==> config.mk <==
export PLATFORM = sky130hd
export DESIGN_NAME = dmoc_ctrl
export DESIGN_NICKNAME = d
export VERILOG_FILES = /design/src/design/dmoc_pkg.sv /design/src/design/dmoc_ctrl.sv
export SDC_FILE = /design/constraint.sdc
export NUM_CORES = 1
export LEC_CHECK = 0
export BUFFER_PORTS_ARGS = -buffer_cell sky130_fd_sc_hd__buf_2
export CAP_MARGIN = 5
export CORE_AREA = 4 4 41 43
export CTS_BUF_LIST = sky130_fd_sc_hd__clkbuf_16
export CTS_CLUSTER_DIAMETER = 40
export DETAILED_ROUTE_END_ITERATION = 10
export DIE_AREA = 0 0 45 47
export GPL_ROUTABILITY_DRIVEN = 0
export PLACE_DENSITY = 0.58
export SYNTH_ARGS = -nofsm -noshare
export SYNTH_HDL_FRONTEND = slang
export SYNTH_SLANG_ARGS = --single-unit
==> constraint.sdc <==
create_clock -name clk_i -period 1.6 [get_ports clk_i]
set_input_delay 0.08 -clock clk_i [delete_from_list [all_inputs] [get_ports clk_i]]
set_output_delay 0.08 -clock clk_i [all_outputs]
set_load 0.02 [all_outputs]
==> src/design/dmoc_pkg.sv <==
// types and constants shared by the operation cache modules
// no dependencies

package dmoc_pkg;

  localparam int unsigned HandleW    = 64;
  localparam int unsigned HalfW      = 32;
  localparam int unsigned SlotW      = 12;
  localparam int unsigned TableSizeW = 13;
  localparam int unsigned OpW        = 3;
  localparam int unsigned CfgIndexW  = 2;
  localparam int unsigned DigitW     = 4;
  localparam int unsigned DivSteps   = HalfW / DigitW;
  localparam int unsigned DivCntW    = $clog2(DivSteps);

  localparam logic [TableSizeW-1:0] TableSizeRst = 13'd4096;
  localparam logic                  TwoOperandRst = 1'b1;

  typedef enum logic [OpW-1:0] {
    OP_LOOKUP1 = 3'd0,
    OP_LOOKUP2 = 3'd1,
    OP_INSERT1 = 3'd2,
    OP_INSERT2 = 3'd3,
    OP_CLEAR   = 3'd4
  } op_e;

  typedef enum logic [CfgIndexW-1:0] {
    CFG_TABLE_SIZE  = 2'd0,
    CFG_TWO_OPERAND = 2'd1
  } cfg_reg_e;

  typedef enum logic [2:0] {
    ST_IDLE,
    ST_DIV,
    ST_READ,
    ST_CMP,
    ST_INSERT,
    ST_EMPTY,
    ST_CLEAR
  } state_e;

  typedef struct packed {
    logic [OpW-1:0]     operation;
    logic [HandleW-1:0] first_operand;
    logic [HandleW-1:0] second_operand;
    logic [SlotW-1:0]   slot;
    logic [HandleW-1:0] stored_value;
  } item_t;

  typedef struct packed {
    logic               found;
    logic [HandleW-1:0] found_value;
    logic [SlotW-1:0]   miss_slot;
    logic               miss_slot_valid;
  } result_t;

  typedef struct packed {
    logic accept;
    logic div_step;
    logic mem_read;
    logic emit_lookup;
    logic emit_insert;
    logic emit_zero;
    logic clear_wr;
  } cmd_t;

  typedef struct packed {
    logic key_zero;
    logic clear_last;
  } status_t;

endpackage

==> src/design/dmoc_ctrl.sv <==
// controller state machine: sequences hashing, store access, inserts and clear sweeps
// depends on dmoc_pkg

module dmoc_ctrl (
  input  logic                          clk_i,
  input  logic                          rst_ni,
  input  logic                          start,
  input  logic [dmoc_pkg::OpW-1:0]      operation_i,
  input  dmoc_pkg::status_t             status_i,
  output dmoc_pkg::cmd_t                cmd_o,
  output logic                          busy
);

  dmoc_pkg::state_e            state_q, state_d;
  logic [dmoc_pkg::DivCntW-1:0] cnt_q, cnt_d;
  logic                         clr_emit_q, clr_emit_d;

  always_ff @(posedge clk_i or negedge rst_ni) begin
    if (!rst_ni) begin
      state_q    <= dmoc_pkg::ST_CLEAR;
      cnt_q      <= '0;
      clr_emit_q <= 1'b0;
    end else begin
      state_q    <= state_d;
      cnt_q      <= cnt_d;
      clr_emit_q <= clr_emit_d;
    end
  end

  always_comb begin
    state_d    = state_q;
    cnt_d      = cnt_q;
    clr_emit_d = clr_emit_q;
    cmd_o      = '0;
    unique case (state_q)
      dmoc_pkg::ST_IDLE: begin
        if (start) begin
          cmd_o.accept = 1'b1;
          cnt_d        = '0;
          priority if ((operation_i == dmoc_pkg::OP_LOOKUP1)
                       || (operation_i == dmoc_pkg::OP_LOOKUP2)) begin
            state_d = status_i.key_zero ? dmoc_pkg::ST_EMPTY : dmoc_pkg::ST_DIV;
          end else if ((operation_i == dmoc_pkg::OP_INSERT1)
                       || (operation_i == dmoc_pkg::OP_INSERT2)) begin
            state_d = dmoc_pkg::ST_INSERT;
          end else if (operation_i == dmoc_pkg::OP_CLEAR) begin
            state_d    = dmoc_pkg::ST_CLEAR;
            clr_emit_d = 1'b1;
          end else begin
            state_d = dmoc_pkg::ST_EMPTY;
          end
        end
      end
      dmoc_pkg::ST_DIV: begin
        cmd_o.div_step = 1'b1;
        cnt_d          = cnt_q + 1'b1;
        if (cnt_q == dmoc_pkg::DivCntW'(dmoc_pkg::DivSteps - 1)) begin
          state_d = dmoc_pkg::ST_READ;
        end
      end
      dmoc_pkg::ST_READ: begin
        cmd_o.mem_read = 1'b1;
        state_d        = dmoc_pkg::ST_CMP;
      end
      dmoc_pkg::ST_CMP: begin
        cmd_o.emit_lookup = 1'b1;
        state_d           = dmoc_pkg::ST_IDLE;
      end
      dmoc_pkg::ST_INSERT: begin
        cmd_o.emit_insert = 1'b1;
        state_d           = dmoc_pkg::ST_IDLE;
      end
      dmoc_pkg::ST_EMPTY: begin
        cmd_o.emit_zero = 1'b1;
        state_d         = dmoc_pkg::ST_IDLE;
      end
      dmoc_pkg::ST_CLEAR: begin
        cmd_o.clear_wr = 1'b1;
        if (status_i.clear_last) begin
          cmd_o.emit_zero = clr_emit_q;
          clr_emit_d      = 1'b0;
          state_d         = dmoc_pkg::ST_IDLE;
        end
      end
      default: begin
        state_d = dmoc_pkg::ST_IDLE;
      end
    endcase
  end

  assign busy = (state_q != dmoc_pkg::ST_IDLE);

endmodule

# Word level (Yosys, flattened, before mapping)
# Index checks and enable logic that the tools add are counted.
dict set report totals {
  regBits 7
  input_bits 8
  out_inout_bits 8
  wordCells 56
}
dict set report classes {
  add_sub_neg 1
  eq_ne 17
  n_mux 25
  n_reduce_logical 10
}
# op n
set ops {}
lappend ops {{$mux W3} 7}
lappend ops {{$eq A3 B3 Y1 const B} 5}
lappend ops {{$mux W1} 13}
lappend ops {{$eq A3 B2 Y1 const B} 4}
lappend ops {{$ne A2 B2 Y1 const B} 6}
lappend ops {{$pmux W3 S4} 1}
lappend ops {{$eq A3 B1 Y1 const B} 2}
lappend ops {{$logic_not A3 Y1} 2}
lappend ops {{$pmux W3 S2} 1}
lappend ops {{$reduce_and A6 Y1} 1}
lappend ops {{$pmux W1 S2} 2}
lappend ops {{$reduce_bool A2 Y1} 2}
lappend ops {{$add A3 B1 Y3 const B} 1}
lappend ops {{$reduce_and A3 Y1} 1}
lappend ops {{$reduce_bool A3 Y1} 1}
lappend ops {{$logic_or A1 B1 Y1} 2}
lappend ops {{$mux W2} 1}
lappend ops {{$reduce_and A2 Y1} 1}

# Depth between registers and ports, before layout
dict set report depth {
  ltp_word 6
  ltp_mapped 4
}

# Least setup slack after synthesis
# No wires, ideal clock.
dict set report synth_timing {
  path_type {register -> register}
  startpoint {register state_q[0]}
  endpoint {register cnt_q[0] (netlist name)}
  arrival_ps 1281
  required_time_ps 1475
  setup_slack_ps 194
  path_stages_with_launch 5
  path_buffers 1
  synth_period_minus_slack_ps 1406
  path_cell_list {dfrtp_1 buf_6 nor4b_4 nor2_2 mux2_4}
}
dict set report synth_via {
  elab_chain_len 3
  word_cells_on_any_way 6
  cone_classes {eq/ne: 2; mux: 1; reduce/logical: 3}
}
# element line_no
set synth_rtl {}
lappend synth_rtl {{start: declaration} dmoc_ctrl.sv:14} ;# dmoc_pkg::state_e state_q, state_d;
lappend synth_rtl {{start signal: assignment} dmoc_ctrl.sv:20} ;# state_q <= dmoc_pkg::ST_CLEAR;
lappend synth_rtl {{start signal: assignment} dmoc_ctrl.sv:24} ;# state_q <= state_d;
lappend synth_rtl {{$eq A3 B1 Y1 or $logic_not A3 Y1 (tied branches)} dmoc_ctrl.sv:35} ;# unique case (state_q)
lappend synth_rtl {{$reduce_bool A2 Y1 (no source line) or $ne A2 B2 Y1 (tied branches)} --}
lappend synth_rtl {{$reduce_and A2 Y1 (no source line)} --}
lappend synth_rtl {{end signal: assignment} dmoc_ctrl.sv:25} ;# cnt_q <= cnt_d;
lappend synth_rtl {{end: declaration} dmoc_ctrl.sv:15} ;# logic [dmoc_pkg::DivCntW-1:0] cnt_q, cnt_d;
# Several ways; a longest one is shown, not always the timed one.
# A chain may end at the register's enable or synchronous reset.

==> reports/results.tsv <==
metric	value	unit
Fmax	680	MHz
syn_nets	54	
critical path startpoint category	register	
initial antenna violation count	0	
full die area	0.00212	sq mm
Internal	0.847	mW
Yosys reg bits	7	
ranking of synthesized cells by area	dfrtp_1, dfstp_2, ha_1	
Reg power frac	28.6	%
fin crit period	1.47	ns
CTS sink cnt	7	
largest net degree at the start of global routing	14	
Die H	47	um
met2 wire length	385	um
Syn. warnings	0	
clk_lat worst skew	0.23	ns
drt first pass iters	4	
CTS buffer count	3	
WL met1	478	um
slew margin rel.	76.5	%
final period utilization	91.9	%
drc violations	0	
gr usage total	11.4	%
leak pwr	0.310	nW
CTS tree	yes	
Clock transition at path regs	0.03	ns
worst slew pin tran	0.353	ns
max-cap violation count	0	
Syn Area/Cell	10.7	sq um
I/O pins	16	
FP Rows	13	
setup_tns	0	ns
IO buf count	15	
delay of the slowest cell on the worst path	0.49	ns
met3 wire length	66	um
CP endpoint kind	output port	
H-Tree Depth	1	
CP arrival	1.39	ns
# fillers	132	
DRT Wirelength	956	um
Clock Tree Buf Depth	2	
GRT overflow	0	
layout cells sized above 1	41.9	%
Req. time, crit path	1.52	ns
Post-Synthesis Cells	44	
# placed instances	72	
Worst path slowest cell	dfrtp_1	
Final HPWL DP	731	um
library cells used by synthesis	27	
DR vias/cell	5.12	
pwr/cell area	2050	mW/mm^2
Area growth, synth to finish	35.0	%
Post-Synthesis Cell Area	472	sq um
Root Driver	clkbuf_16	
combinational power share	39.7	%
Final Instance Area	637	sq um
Fin. Hold Viols	0	
vias in the first global route	377	
sw frac	35.1	%
CP Max Fanout	10	
Post-Layout Cell Count	77	
initial core utilization	36.2	%
Yosys top cell by area	dfrtp_1	
Chip Width	45	um
P_sw	0.458	mW
Seq/Total Area, Yosys	37.7	%
status	finished, final reports clean	
DR top layer	met4	
nets	73	
first-pass GRT wire length	1.61	mm
Final Skew	0.000580	ns
placed cell area	546	sq um
CP Class	reg -> out	
Post-DRT Antenna Nets	0	
antenna cells	0	
DR vias	394	
Avg WL per Cell	12.4	um
core area	0.00130	sq mm
Worst Hold Class	in -> reg	
critical-path cell list	nor2b_2 -> nand3_1 -> a21boi_1 -> buf_2	
# Post-CTS Setup Buffers	0	
final setup fails	0	
Iter 0 DRT Violations	5	
max-slew violation count	0	
top cell type's share of synthesized area	26.5	%
VDD IR max	0.899	mV
clock power share	31.7	%
==> state kept, by name (all words and copies together), names as in the netlist <==
signal and cells:
state_q 3, clr_emit_q 1, cnt_q 3
==> layout by cell type (no fill, tap or decap), types with 2 or more instances in the layout <==
cell / count
nor3b_1: 2
nand2_1: 3
clkbuf_16: 3
ha_1: 2
a22o_1: 2
a21oi_1: 4
dfstp_2: 2
dfrtp_1: 5
buf_2: 15
nor2_1: 3
==> path summary, 6_finish.rpt <==
kind / slack [ns] / startpoint / depth (start not counted) / endpoint
hold reg to reg: 0.50 / cnt_q[1]$_DFFE_PN0P_ / 1 / cnt_q[1]$_DFFE_PN0P_
setup / recovery: 0.13 / state_q[0]$_DFFE_PN0P_ / 4 / cmd_o[1]
max in group asynchronous: 1.16 / rst_ni / 2 / state_q[2]$_DFFE_PN1P_
hold / removal: 0.08 / status_i[0] / 2 / clr_emit_q$_DFFE_PN0P_
setup reg to reg: 0.21 / state_q[0]$_DFFE_PN0P_ / 3 / cnt_q[0]$_DFFE_PN0P_
min in group asynchronous: 0.22 / rst_ni / 2 / cnt_q[1]$_DFFE_PN0P_
==> power groups by stage <==
| stage | Sequential (mW) | Clock (mW) | Combinational [mW] |
|---|---|---|---|
| 2_1_floorplan | 0.313 | 0 | 0.482 |
| 3_3_place_gp | 0.373 | 0 | 0.521 |
| 3_5_place_dp | 0.376 | 0 | 0.519 |
| 4_1_cts | 0.373 | 0.429 | 0.524 |
| 5_1_grt | 0.394 | 0.442 | 0.576 |
| 6_report | 0.373 | 0.414 | 0.518 |
==> cell families (layout without fill, tap and decap cells) <==
group	after synthesis	in the layout	share of synthesized area [%]
AO/OA/AOI/OAI	11	11	16.7
adder cells (fa/ha/maj)	2	2	5.30
buffers and inverters	3	21	5.83
multiplexers	1	1	3.18
flip-flops	7	7	37.7
AND/OR/NAND/NOR	20	20	31.3
==> area by class of cell <==
| type | instances | area, sq um | share of cell area, % |
|---|---|---|---|
| multi-input combinational | 34 | 269 | 42.2 |
| clock buffer | 3 | 75.1 | 11.8 |
| tap | 15 | 18.8 | 2.95 |
| clock inverter | 1 | 3.75 | 0.589 |
| sequential | 7 | 178 | 27.9 |
| timing repair buffer | 17 | 92.6 | 14.5 |
==> Yosys cell counts <==
library cell,instances
dfrtp_1,5
a21oi_1,4
nand2_1,3
nor2_1,3
a22o_1,2
buf_6,2
dfstp_2,2
ha_1,2
nor2b_1,2
nor3b_1,2
a21boi_1,1
a22oi_1,1
and2_1,1
and2b_1,1
buf_2,1
mux2_4,1
nand2b_1,1
nand3_1,1
nand3b_1,1
nor2_2,1
nor3b_4,1
nor4b_4,1
o211ai_1,1
o21ba_1,1
o311ai_0,1
or3_1,1
or4b_1,1
==> per-layer routing <==
layer | vias to the layer above | track usage, %
li1 | 199 | -
met1 | 176 | 14.0
met2 | 15 | 15.3
met5 | - | 0
met4 | 0 | 12.3
met3 | 4 | 3.07
==> critical path, delay by kind of cell (launching register included) <==
family / cells / cell delay, ns
AND/OR/NAND/NOR: 2 / 0.35
flip-flops: 1 / 0.49
AO/OA/AOI/OAI: 1 / 0.14
buffers and inverters: 1 / 0.17
==> per-stage QoR <==
stage / setup WS, ns / total power, mW / hold slack [ns] / util (%)
2_1_floorplan: 0.194 / 0.795 / -0.216 / -
3_3_place_gp: 0.230 / 0.893 / -0.0793 / 41.9
3_5_place_dp: 0.225 / 0.895 / -0.0793 / 41.9
4_1_cts: 0.0429 / 1.33 / 0.0747 / 48.8
5_1_grt: -0.00154 / 1.41 / 0.108 / 48.9
6_report: 0.130 / 1.30 / 0.0787 / 48.9
==> timing repair <==
action                                  4_1_cts  5_1_grt
endpoints found under the setup margin        0        1
endpoints found under the hold margin         7        0
gates resized for setup                       0        1
hold buffers                                  1        0
Note: power is estimated with default switching activity, not from simulation.
